===== src/rtl/dbcc_pkg.sv =====
// ----------------------------------------------------------------------------
// dbcc_pkg: shared types and constants
// Field widths, format codes and the front-to-back command word.
// ----------------------------------------------------------------------------
`default_nettype none
package dbcc_pkg;
	localparam int WordW  = 32;
	localparam int CodeW  = 35;
	localparam int BitsW  = 6;
	localparam int FmtW   = 3;
	localparam int DictN  = 8;
	localparam int IdxW   = 3;
	localparam int CfgIdxW = 3;

	typedef enum logic [FmtW-1:0] {
		FMT_RUN   = 3'd0,
		FMT_BMASK = 3'd1,
		FMT_ONE   = 3'd2,
		FMT_ADJ   = 3'd3,
		FMT_TWO   = 3'd4,
		FMT_EXACT = 3'd5,
		FMT_RAW   = 3'd6
	} fmt_t;

	// One classified input word: optional leading run code, optional word
	// to encode, optional trailing run code.
	typedef struct packed {
		logic             pre_run;
		logic [1:0]       pre_cnt;
		logic             enc;
		logic [WordW-1:0] word;
		logic             post_run;
		logic [1:0]       post_cnt;
	} cmd_t;

	typedef struct packed {
		logic [CodeW-1:0] code;
		logic [BitsW-1:0] code_bits;
		logic [FmtW-1:0]  format_used;
		logic             last_of_item;
	} res_t;
endpackage
`default_nettype wire


===== src/rtl/dbcc_if.sv =====
// ----------------------------------------------------------------------------
// dbcc_in_if / dbcc_out_if: valid/ready channels
// Input word channel and result code channel.
// ----------------------------------------------------------------------------
`default_nettype none
interface dbcc_in_if;
	logic        valid;
	logic        ready;
	logic [31:0] instr_word;
	logic        end_of_stream;
	modport source (output valid, output instr_word, output end_of_stream, input ready);
	modport sink (input valid, input instr_word, input end_of_stream, output ready);
endinterface

interface dbcc_out_if;
	logic        valid;
	logic        ready;
	logic [34:0] code;
	logic [5:0]  code_bits;
	logic [2:0]  format_used;
	logic        last_of_item;
	modport source (output valid, output code, output code_bits, output format_used,
		output last_of_item, input ready);
	modport sink (input valid, input code, input code_bits, input format_used,
		input last_of_item, output ready);
endinterface
`default_nettype wire


===== src/rtl/dictionary_bitmask_code_compressor_core.sv =====
// ----------------------------------------------------------------------------
// dictionary_bitmask_code_compressor_core: bitmask dictionary code compressor
// Streams 32-bit instruction words into variable-length codes.
// ----------------------------------------------------------------------------
// One input word per cycle while the command queue has room. A word yields zero,
// one or two codes; a word that produces two codes holds the back end
// for both, absorbed by a two-entry command queue between front
// (run tracking) and back (eight-lane xor/popcount matcher, sequencer).
// The first code of a word is valid on the output after passing through the
// command queue and the registered result. Dictionary words are written through
// the cfg port while the block is idle; the user must ensure this, the block does not enforce it.
`default_nettype none
module dictionary_bitmask_code_compressor_core (
	input  wire        clk,
	input  wire        arst_n,
	dbcc_in_if.sink    in_ch,
	dbcc_out_if.source out_ch,
	input  wire        cfg_we,
	input  wire [2:0]  cfg_idx,
	input  wire [31:0] cfg_data
);
	import dbcc_pkg::*;

	logic [WordW-1:0] dict_q [DictN];
	cmd_t             cmd_new, q_mem_q [2], q_head;
	logic             q_rd_q, q_wr_q;
	logic [1:0]       q_cnt_q;
	logic             in_fire, pop, q_valid;
	res_t             res;

	always_ff @(posedge clk or negedge arst_n) begin
		if (!arst_n) begin
			for (int i = 0; i < DictN; i++) dict_q[i] <= '0;
		end else if (cfg_we) begin
			dict_q[cfg_idx] <= cfg_data;
		end
	end

	assign in_ch.ready = (q_cnt_q != 2'd2);
	assign in_fire = in_ch.valid && in_ch.ready;

	dbcc_front u_front (
		.clk(clk), .arst_n(arst_n), .in_fire(in_fire),
		.instr_word(in_ch.instr_word), .end_of_stream(in_ch.end_of_stream),
		.cmd(cmd_new)
	);

	// Two-entry command queue.
	assign q_valid = (q_cnt_q != 2'd0);
	assign q_head  = q_mem_q[q_rd_q];

	always_ff @(posedge clk or negedge arst_n) begin
		if (!arst_n) begin
			q_rd_q <= 1'b0; q_wr_q <= 1'b0; q_cnt_q <= '0;
		end else begin
			if (in_fire) q_wr_q <= ~q_wr_q;
			if (pop) q_rd_q <= ~q_rd_q;
			q_cnt_q <= q_cnt_q + {1'b0, in_fire} - {1'b0, pop};
		end
	end

	always_ff @(posedge clk) begin
		if (in_fire) q_mem_q[q_wr_q] <= cmd_new;
	end

	dbcc_back u_back (
		.clk(clk), .arst_n(arst_n), .cmd_valid(q_valid), .cmd_pop(pop), .cmd(q_head),
		.dict(dict_q), .res_valid(out_ch.valid), .res_ready(out_ch.ready), .res(res)
	);

	assign out_ch.code         = res.code;
	assign out_ch.code_bits    = res.code_bits;
	assign out_ch.format_used  = res.format_used;
	assign out_ch.last_of_item = res.last_of_item;

	assert property (@(posedge clk) disable iff (!arst_n)
		q_cnt_q <= 2'd2) else $error("queue overflow");
	assert property (@(posedge clk) disable iff (!arst_n)
		pop |-> q_valid) else $error("pop from empty queue");
	assert property (@(posedge clk) disable iff (!arst_n)
		out_ch.valid |-> out_ch.code_bits >= 6'd5) else $error("bad code length");
endmodule
`default_nettype wire


===== src/rtl/dbcc_front.sv =====
// ----------------------------------------------------------------------------
// dbcc_front: run tracking and classification
// Holds previous word and repeat count, turns each word into a command.
// ----------------------------------------------------------------------------
`default_nettype none
module dbcc_front (
	input  wire                  clk,
	input  wire                  arst_n,
	input  wire                  in_fire,
	input  wire [31:0]           instr_word,
	input  wire                  end_of_stream,
	output dbcc_pkg::cmd_t       cmd
);
	import dbcc_pkg::*;

	logic [WordW-1:0] prev_word_q;
	logic             prev_valid_q;
	logic [1:0]       reps_q;     // pending repeats 0..3
	logic             rep;
	logic [2:0]       reps_inc;
	logic [1:0]       reps_nxt;

	assign rep      = prev_valid_q && (instr_word == prev_word_q);
	assign reps_inc = {1'b0, reps_q} + 3'd1;

	always_comb begin
		cmd = '0;
		cmd.word = instr_word;
		reps_nxt = reps_q;
		if (rep) begin
			if (reps_inc[2]) begin
				cmd.pre_run = 1'b1;
				cmd.pre_cnt = 2'd3;
				reps_nxt = 2'd0;
			end else begin
				reps_nxt = reps_inc[1:0];
			end
		end else begin
			cmd.enc = 1'b1;
			if (reps_q != 2'd0) begin
				cmd.pre_run = 1'b1;
				cmd.pre_cnt = reps_q - 2'd1;
			end
			reps_nxt = 2'd0;
		end
		if (end_of_stream && reps_nxt != 2'd0) begin
			cmd.post_run = 1'b1;
			cmd.post_cnt = reps_nxt - 2'd1;
		end
	end

	always_ff @(posedge clk or negedge arst_n) begin
		if (!arst_n) begin
			prev_valid_q <= 1'b0;
			reps_q <= '0;
			prev_word_q <= '0;
		end else if (in_fire) begin
			if (!rep) prev_word_q <= instr_word;
			prev_valid_q <= end_of_stream ? 1'b0 : 1'b1;
			reps_q <= end_of_stream ? 2'd0 : reps_nxt;
		end
	end
endmodule
`default_nettype wire


===== src/rtl/dbcc_back.sv =====
// ----------------------------------------------------------------------------
// dbcc_back: dictionary encoder and code sequencer
// Pops commands, emits up to two codes each, registered output.
// ----------------------------------------------------------------------------
`default_nettype none
module dbcc_back (
	input  wire                        clk,
	input  wire                        arst_n,
	input  wire                        cmd_valid,
	output logic                       cmd_pop,
	input  wire dbcc_pkg::cmd_t        cmd,
	input  wire [31:0]                 dict [8],
	output logic                       res_valid,
	input  wire                        res_ready,
	output dbcc_pkg::res_t             res
);
	import dbcc_pkg::*;

	// Phase: 0 leading run, 1 word, 2 trailing run.
	logic [1:0] phase_q;
	logic       has [3];
	logic [1:0] cur;
	logic       found, more;
	res_t       r_enc, r_cur;

	// ---- encoder (eight parallel xor/popcount lanes) ----
	always_comb begin
		logic [31:0] d;
		logic [5:0]  n;
		logic [4:0]  f, l, s;
		logic        ex_f, one_f, adj_f, bm_f, two_f;
		logic [2:0]  ex_i, one_i, adj_i, bm_i, two_i;
		logic [4:0]  one_p, adj_p, bm_p, two_p, two_q;
		logic [3:0]  bm_m;
		logic [31:0] sh;
		ex_f = 0; one_f = 0; adj_f = 0; bm_f = 0; two_f = 0;
		ex_i = 0; one_i = 0; adj_i = 0; bm_i = 0; two_i = 0;
		one_p = 0; adj_p = 0; bm_p = 0; two_p = 0; two_q = 0; bm_m = 0;
		for (int i = DictN - 1; i >= 0; i--) begin
			d = cmd.word ^ dict[i];
			n = 6'($countones(d));
			f = 5'd0; l = 5'd0;
			for (int b = 0; b < 32; b++) if (d[b]) f = 5'(31 - b);
			for (int b = 31; b >= 0; b--) if (d[b]) l = 5'(31 - b);
			s = (f > 5'd28) ? 5'd28 : f;
			sh = d >> (5'd28 - s);
			if (n == 0) begin ex_f = 1; ex_i = 3'(i); end
			if (n == 1) begin one_f = 1; one_i = 3'(i); one_p = f; end
			if (n == 2 && l == f + 5'd1) begin adj_f = 1; adj_i = 3'(i); adj_p = f; end
			if (n == 2 && l != f + 5'd1) begin
				two_f = 1; two_i = 3'(i); two_p = f; two_q = l;
			end
			if (n != 0 && n <= 4 && (l - f) < 5'd4) begin
				bm_f = 1; bm_i = 3'(i); bm_p = s; bm_m = sh[3:0];
			end
		end
		r_enc = '0;
		if (ex_f) begin
			r_enc.code = 35'({3'b101, ex_i}); r_enc.code_bits = 6'd6;
			r_enc.format_used = FMT_EXACT;
		end else if (one_f) begin
			r_enc.code = 35'({3'b010, one_p, one_i}); r_enc.code_bits = 6'd11;
			r_enc.format_used = FMT_ONE;
		end else if (adj_f) begin
			r_enc.code = 35'({3'b011, adj_p, adj_i}); r_enc.code_bits = 6'd11;
			r_enc.format_used = FMT_ADJ;
		end else if (bm_f) begin
			r_enc.code = 35'({3'b001, bm_p, bm_m, bm_i}); r_enc.code_bits = 6'd15;
			r_enc.format_used = FMT_BMASK;
		end else if (two_f) begin
			r_enc.code = 35'({3'b100, two_p, two_q, two_i}); r_enc.code_bits = 6'd16;
			r_enc.format_used = FMT_TWO;
		end else begin
			r_enc.code = {3'b110, cmd.word}; r_enc.code_bits = 6'd35;
			r_enc.format_used = FMT_RAW;
		end
	end

	// ---- sequencer ----
	assign has[0] = cmd.pre_run;
	assign has[1] = cmd.enc;
	assign has[2] = cmd.post_run;

	logic out_free, step;
	assign out_free = !res_valid || res_ready;

	always_comb begin
		cur = 2'd0; found = 0;
		for (int p = 2; p >= 0; p--)
			if (has[p] && 2'(p) >= phase_q) begin cur = 2'(p); found = 1; end
		more = 0;
		for (int p = 0; p < 3; p++) if (has[p] && 2'(p) > cur) more = 1;
		r_cur = '0;
		case (cur)
			2'd0: begin
				r_cur.code = 35'(cmd.pre_cnt); r_cur.code_bits = 6'd5;
				r_cur.format_used = FMT_RUN;
			end
			2'd1: r_cur = r_enc;
			default: begin
				r_cur.code = 35'(cmd.post_cnt); r_cur.code_bits = 6'd5;
				r_cur.format_used = FMT_RUN;
			end
		endcase
		r_cur.last_of_item = !more;
	end

	assign step    = cmd_valid && out_free;
	// Commands with nothing to emit drop at once.
	assign cmd_pop = cmd_valid && (!found || (out_free && !more));

	always_ff @(posedge clk or negedge arst_n) begin
		if (!arst_n) begin
			phase_q <= 2'd0;
			res_valid <= 1'b0;
		end else begin
			if (out_free) res_valid <= step && found;
			if (cmd_pop) phase_q <= 2'd0;
			else if (step && found) phase_q <= cur + 2'd1;
		end
	end

	always_ff @(posedge clk) begin
		if (step && found) res <= r_cur;
	end

	assert property (@(posedge clk) disable iff (!arst_n)
		res_valid && !res_ready |=> res_valid && $stable(res)) else $error("held result");
	assert property (@(posedge clk) disable iff (!arst_n)
		phase_q != 2'd3) else $error("phase range");
	assert property (@(posedge clk) disable iff (!arst_n)
		cmd_pop |=> phase_q == 2'd0) else $error("phase reset");
endmodule
`default_nettype wire

===== src/flat_wrapper.sv =====
// flat-port wrapper written by rule: the top's interface ports become plain ports
module dictionary_bitmask_code_compressor_core_flat import dbcc_pkg::*;
  (clk, arst_n, cfg_we, cfg_idx, cfg_data, in_ch_valid, in_ch_instr_word, in_ch_end_of_stream, in_ch_ready, out_ch_valid, out_ch_code, out_ch_code_bits, out_ch_format_used, out_ch_last_of_item, out_ch_ready);
  dbcc_in_if in_ch_i ();
  dbcc_out_if out_ch_i ();
  input  wire clk;
  input  wire arst_n;
  input  wire cfg_we;
  input  wire [2:0] cfg_idx;
  input  wire [31:0] cfg_data;
  input wire logic [$bits(in_ch_i.valid)-1:0] in_ch_valid;
  input wire logic [$bits(in_ch_i.instr_word)-1:0] in_ch_instr_word;
  input wire logic [$bits(in_ch_i.end_of_stream)-1:0] in_ch_end_of_stream;
  output wire logic [$bits(in_ch_i.ready)-1:0] in_ch_ready;
  output wire logic [$bits(out_ch_i.valid)-1:0] out_ch_valid;
  output wire logic [$bits(out_ch_i.code)-1:0] out_ch_code;
  output wire logic [$bits(out_ch_i.code_bits)-1:0] out_ch_code_bits;
  output wire logic [$bits(out_ch_i.format_used)-1:0] out_ch_format_used;
  output wire logic [$bits(out_ch_i.last_of_item)-1:0] out_ch_last_of_item;
  input wire logic [$bits(out_ch_i.ready)-1:0] out_ch_ready;
  assign in_ch_i.valid = in_ch_valid;
  assign in_ch_i.instr_word = in_ch_instr_word;
  assign in_ch_i.end_of_stream = in_ch_end_of_stream;
  assign in_ch_ready = in_ch_i.ready;
  assign out_ch_valid = out_ch_i.valid;
  assign out_ch_code = out_ch_i.code;
  assign out_ch_code_bits = out_ch_i.code_bits;
  assign out_ch_format_used = out_ch_i.format_used;
  assign out_ch_last_of_item = out_ch_i.last_of_item;
  assign out_ch_i.ready = out_ch_ready;
  dictionary_bitmask_code_compressor_core u_core (.clk(clk), .arst_n(arst_n), .in_ch(in_ch_i), .out_ch(out_ch_i), .cfg_we(cfg_we), .cfg_idx(cfg_idx), .cfg_data(cfg_data));
endmodule

===== config.mk =====
export PLATFORM = sky130hd
export DESIGN_NAME = dictionary_bitmask_code_compressor_core_flat
export DESIGN_NICKNAME = d
export VERILOG_FILES = /design/src/rtl/dbcc_pkg.sv /design/src/rtl/dbcc_if.sv /design/src/rtl/dictionary_bitmask_code_compressor_core.sv /design/src/rtl/dbcc_front.sv /design/src/rtl/dbcc_back.sv /design/src/flat_wrapper.sv
export SDC_FILE = /design/constraint.sdc
export NUM_CORES = 2
export LEC_CHECK = 0
export BUFFER_PORTS_ARGS = -buffer_cell sky130_fd_sc_hd__buf_4
export CAP_MARGIN = 0
export CORE_AREA = 2 2 426 428
export DETAILED_ROUTE_END_ITERATION = 10
export DIE_AREA = 0 0 428 430
export PLACE_DENSITY = 0.45
export SLEW_MARGIN = 15
export SYNTH_ARGS = -nofsm -noshare
export SYNTH_HDL_FRONTEND = slang
export SYNTH_HIERARCHICAL = 1
export SYNTH_SLANG_ARGS = --single-unit

===== constraint.sdc =====
create_clock -name clk -period 10.2 [get_ports clk]
set_input_delay 1.02 -clock clk [delete_from_list [all_inputs] [get_ports clk]]
set_output_delay 1.02 -clock clk [all_outputs]
set_load 0.01 [all_outputs]

==> results.cfg <==
[sta]
max_slew_margin_pct = 9.89
final.min_clock_period_ps = 9940
number_of_max_slew_violations_in_the_final_report = 0
final.setup.tns_ps = 0
setup_viol = 0
grt_setup_unrepaired = no
worst_pin_slew_ps = 1340
final_min_period_over_clock_period_pct = 97.4
clock.fmax_ghz = 0.101
final.setup_skew_ps = 46.3
finalHoldViolCount = 0
setup_slack_ps = 260

[global_routing]
global_route.overflow_total = 0
number_of_global_route_vias_before_repair = 39521
grt_pass1_wl_um = 311000
grt_max_degree = 82
grt.total_usage_pct = 23.4
grt_antenna_before_repair = 26

[yosys]
synth.yosys.warnings = 6
postSynth.topFlopCell = dfrtp_1
postSynthAreaPerCell_um2 = 9.40
synth_common_cells = inv_1 (374), mux2_2 (323), nand2_1 (304)
synth_top_area_share_pct = 16.7
synth_instances = 4758
yosys.area.top_type = dfrtp_1
synthesis.nets = 5155
synth-edff-count = 120
seq_area_frac_synth_pct = 24.7
netlist_area_pre_place_um2 = 44700
synth.lib_cells_used.distinct = 129
asyncSetResetFlopFracSynth_pct = 71.3
synthMostInstantiatedCell = inv_1
synth_top_cells_by_area = dfrtp_1 (17%), fa_1 (8.4%), mux2_2 (8.1%), edfxtp_1 (8.1%), ha_1 (3.8%)
ys_seq_elements = 418

[run]
max-cap-violations = 0

[clock_network]
cts_hold_buffers = 0
cts_setup_buffers = 0
worstSkewPairLatency_ps = 710
postCtsResizedCells = 0
clock_tree.root_cell = clkbuf_16
numCtsBuffers = 57
numClockSinks = 418
clock_tree_from_tritoncts = built
ctsLongestPathBuffers = 3
clock_pin_slew_on_the_worst_setup_and_hold_paths_ps = 60
h-tree-depth = 2

[drt]
route.top_layer_used = met5
postRouteAntennaNets = 0
initialDrtViolationCount = 4717
drt-total-wl_um = 223000
drc = 0
routed-wl-met2_um = 99300
route.layer.met1.wl_um = 96400
met3_wirelength_um = 16700
detailedRoute.firstPassIterationCount = 8
via_per_inst = 5.63
wl_per_cell_um = 30.5
vias = 41091

[setup_path]
path_max_fanout = 26
crit-reg2reg-capture = u_core/u_back/res[13]$_SDFFCE_PP0P_
critical_path.reg2reg.startpoint = u_core/q_rd_q$_DFFE_PN0P_
worst-r2r-setup-slack_ps = 260
worst-r2r-cell-count = 23
cp-end-kind = register
start_kind = register
worst_ep_arrival_time_ps = 10350
critPathRequiredTime_ps = 10610
timing_worst_setup_path_type = reg2reg

[floorplanning]
chipWidth_um = 428
core_area_um2 = 180000
die_area_um2 = 184000
num_rows = 156
boundaryPins = 120
die_y_um = 430
floorplan.initialDensity_pct = 24.9

[outcome]
run_status = complete, no violations

[placed_design]
place_congestion = 0.973
detailed_place_hpwl_um = 168000
dpl.cell_count = 7183
place_worst_setup_slack_ps = 474
port-buffer-count = 118

[final_layout]
layout-drive-gt1-share_pct = 21.2
post_layout_nonfiller_instances = 7305
final_nets = 5269
synthToLayoutAreaGrowth_pct = 13.4

[min_path]
min_path_type = in2async
==> per-stage QoR <==
step	hold WS (ps)	cell area (um^2)	util, %
6_report	356	50700	28.2
5_1_grt	396	50700	28.2
4_1_cts	360	50700	28.2
3_5_place_dp	497	48600	27.0
3_3_place_gp	490	48600	27.0
2_1_floorplan	461	44700	-
==> layout make-up <==
type                    instances  area (um^2)
clock inverters                31          462
diodes                         15         37.5
multi-input cells            3673        30800
repair buffers                286         2180
inverters                     436         1640
fillers                     19085       129000
flip-flops and latches        418        11100
clock buffers                  76         1620
well taps                    2370         2970
==> per-layer routing <==
layer | GRT usage, % | vias up
li1 | - | 17788
met5 | 0 | -
met1 | 31.8 | 20960
met2 | 36.7 | 1991
met4 | 10.0 | 10
met3 | 3.83 | 342
==> how the worst max path moves through the flow <==
stage                              startpoint                                  end  slack [ps]  cells after the start
CTS                 u_core/q_rd_q$_DFFE_PN0P_  u_core/u_back/res[12]$_SDFFCE_PP0P_         410                     24
finish              u_core/q_rd_q$_DFFE_PN0P_  u_core/u_back/res[13]$_SDFFCE_PP0P_         260                     23
global placement    u_core/q_rd_q$_DFFE_PN0P_  u_core/u_back/res[12]$_SDFFCE_PP0P_         390                     24
detailed placement  u_core/q_rd_q$_DFFE_PN0P_  u_core/u_back/res[12]$_SDFFCE_PP0P_         470                     24
global route        u_core/q_rd_q$_DFFE_PN0P_  u_core/u_back/res[15]$_SDFFCE_PP0P_          20                     24
floorplan           u_core/q_rd_q$_DFFE_PN0P_  u_core/u_back/res[15]$_SDFFCE_PP0P_        1820                     27
==> flip-flops by register name, indices dropped and copies added (netlist names) <==
register,flops
u_core/u_front/reps_q,2
u_core/q_mem_q,78
u_core/u_front/prev_valid_q,1
u_core/dict_q,256
u_core/q_rd_q,1
u_core/u_back/res_valid,1
u_core/q_cnt_q,2
u_core/u_back/res,42
u_core/u_front/prev_word_q,32
u_core/q_wr_q,1
u_core/u_back/phase_q,2
==> placed cells by master (no fill, tap or decap), types with 58 or more instances in the layout <==
master	count
edfxtp_1	120
nor3_1	91
clkbuf_16	58
nand4_1	94
nand3_1	85
xor2_1	176
dfrtp_1	297
a21oi_1	290
fa_1	188
mux2i_1	139
a211oi_1	100
ha_1	136
inv_1	373
nand2_1	304
xnor2_1	108
o21ai_0	242
mux2_2	323
buf_4	283
o211ai_1	116
nor2_1	298
==> logic make-up (layout without fill, tap and decap cells) <==
group                      Yosys count  count (layout)  synth area share, %
muxes                              533             533                 14.2
DFF                                418             418                 24.7
xor gates and xnor gates           365             365                 8.79
adders and majority gates          324             324                 12.2
other                                1              16              0.00838
buffers and inverters              667             829                 6.73
and+or+nand+nor                   1209            1209                 14.2
AOI/OAI and AO/OA                 1241            1241                 19.1
==> worst max-delay path, stage by stage, from the launching register on <==
cell      delay (ps)
dfrtp_2          770
mux2_2           810
xor2_1           580
inv_2            210
fa_1             530
fa_1             570
fa_1             440
fa_1             560
fa_1             410
inv_1            150
fa_1             460
ha_1             240
fa_1             470
nor4b_1          400
o21ai_0          200
a2111o_1         490
nand2_1          430
nor2_1           200
a311oi_1         470
a31oi_1          140
o21ai_0          290
a21oi_1          320
o31ai_1          370
a211oi_1         110
Power is not shown: default switching activity piles up to over one toggle a cycle in this logic, so the estimate is an artifact.
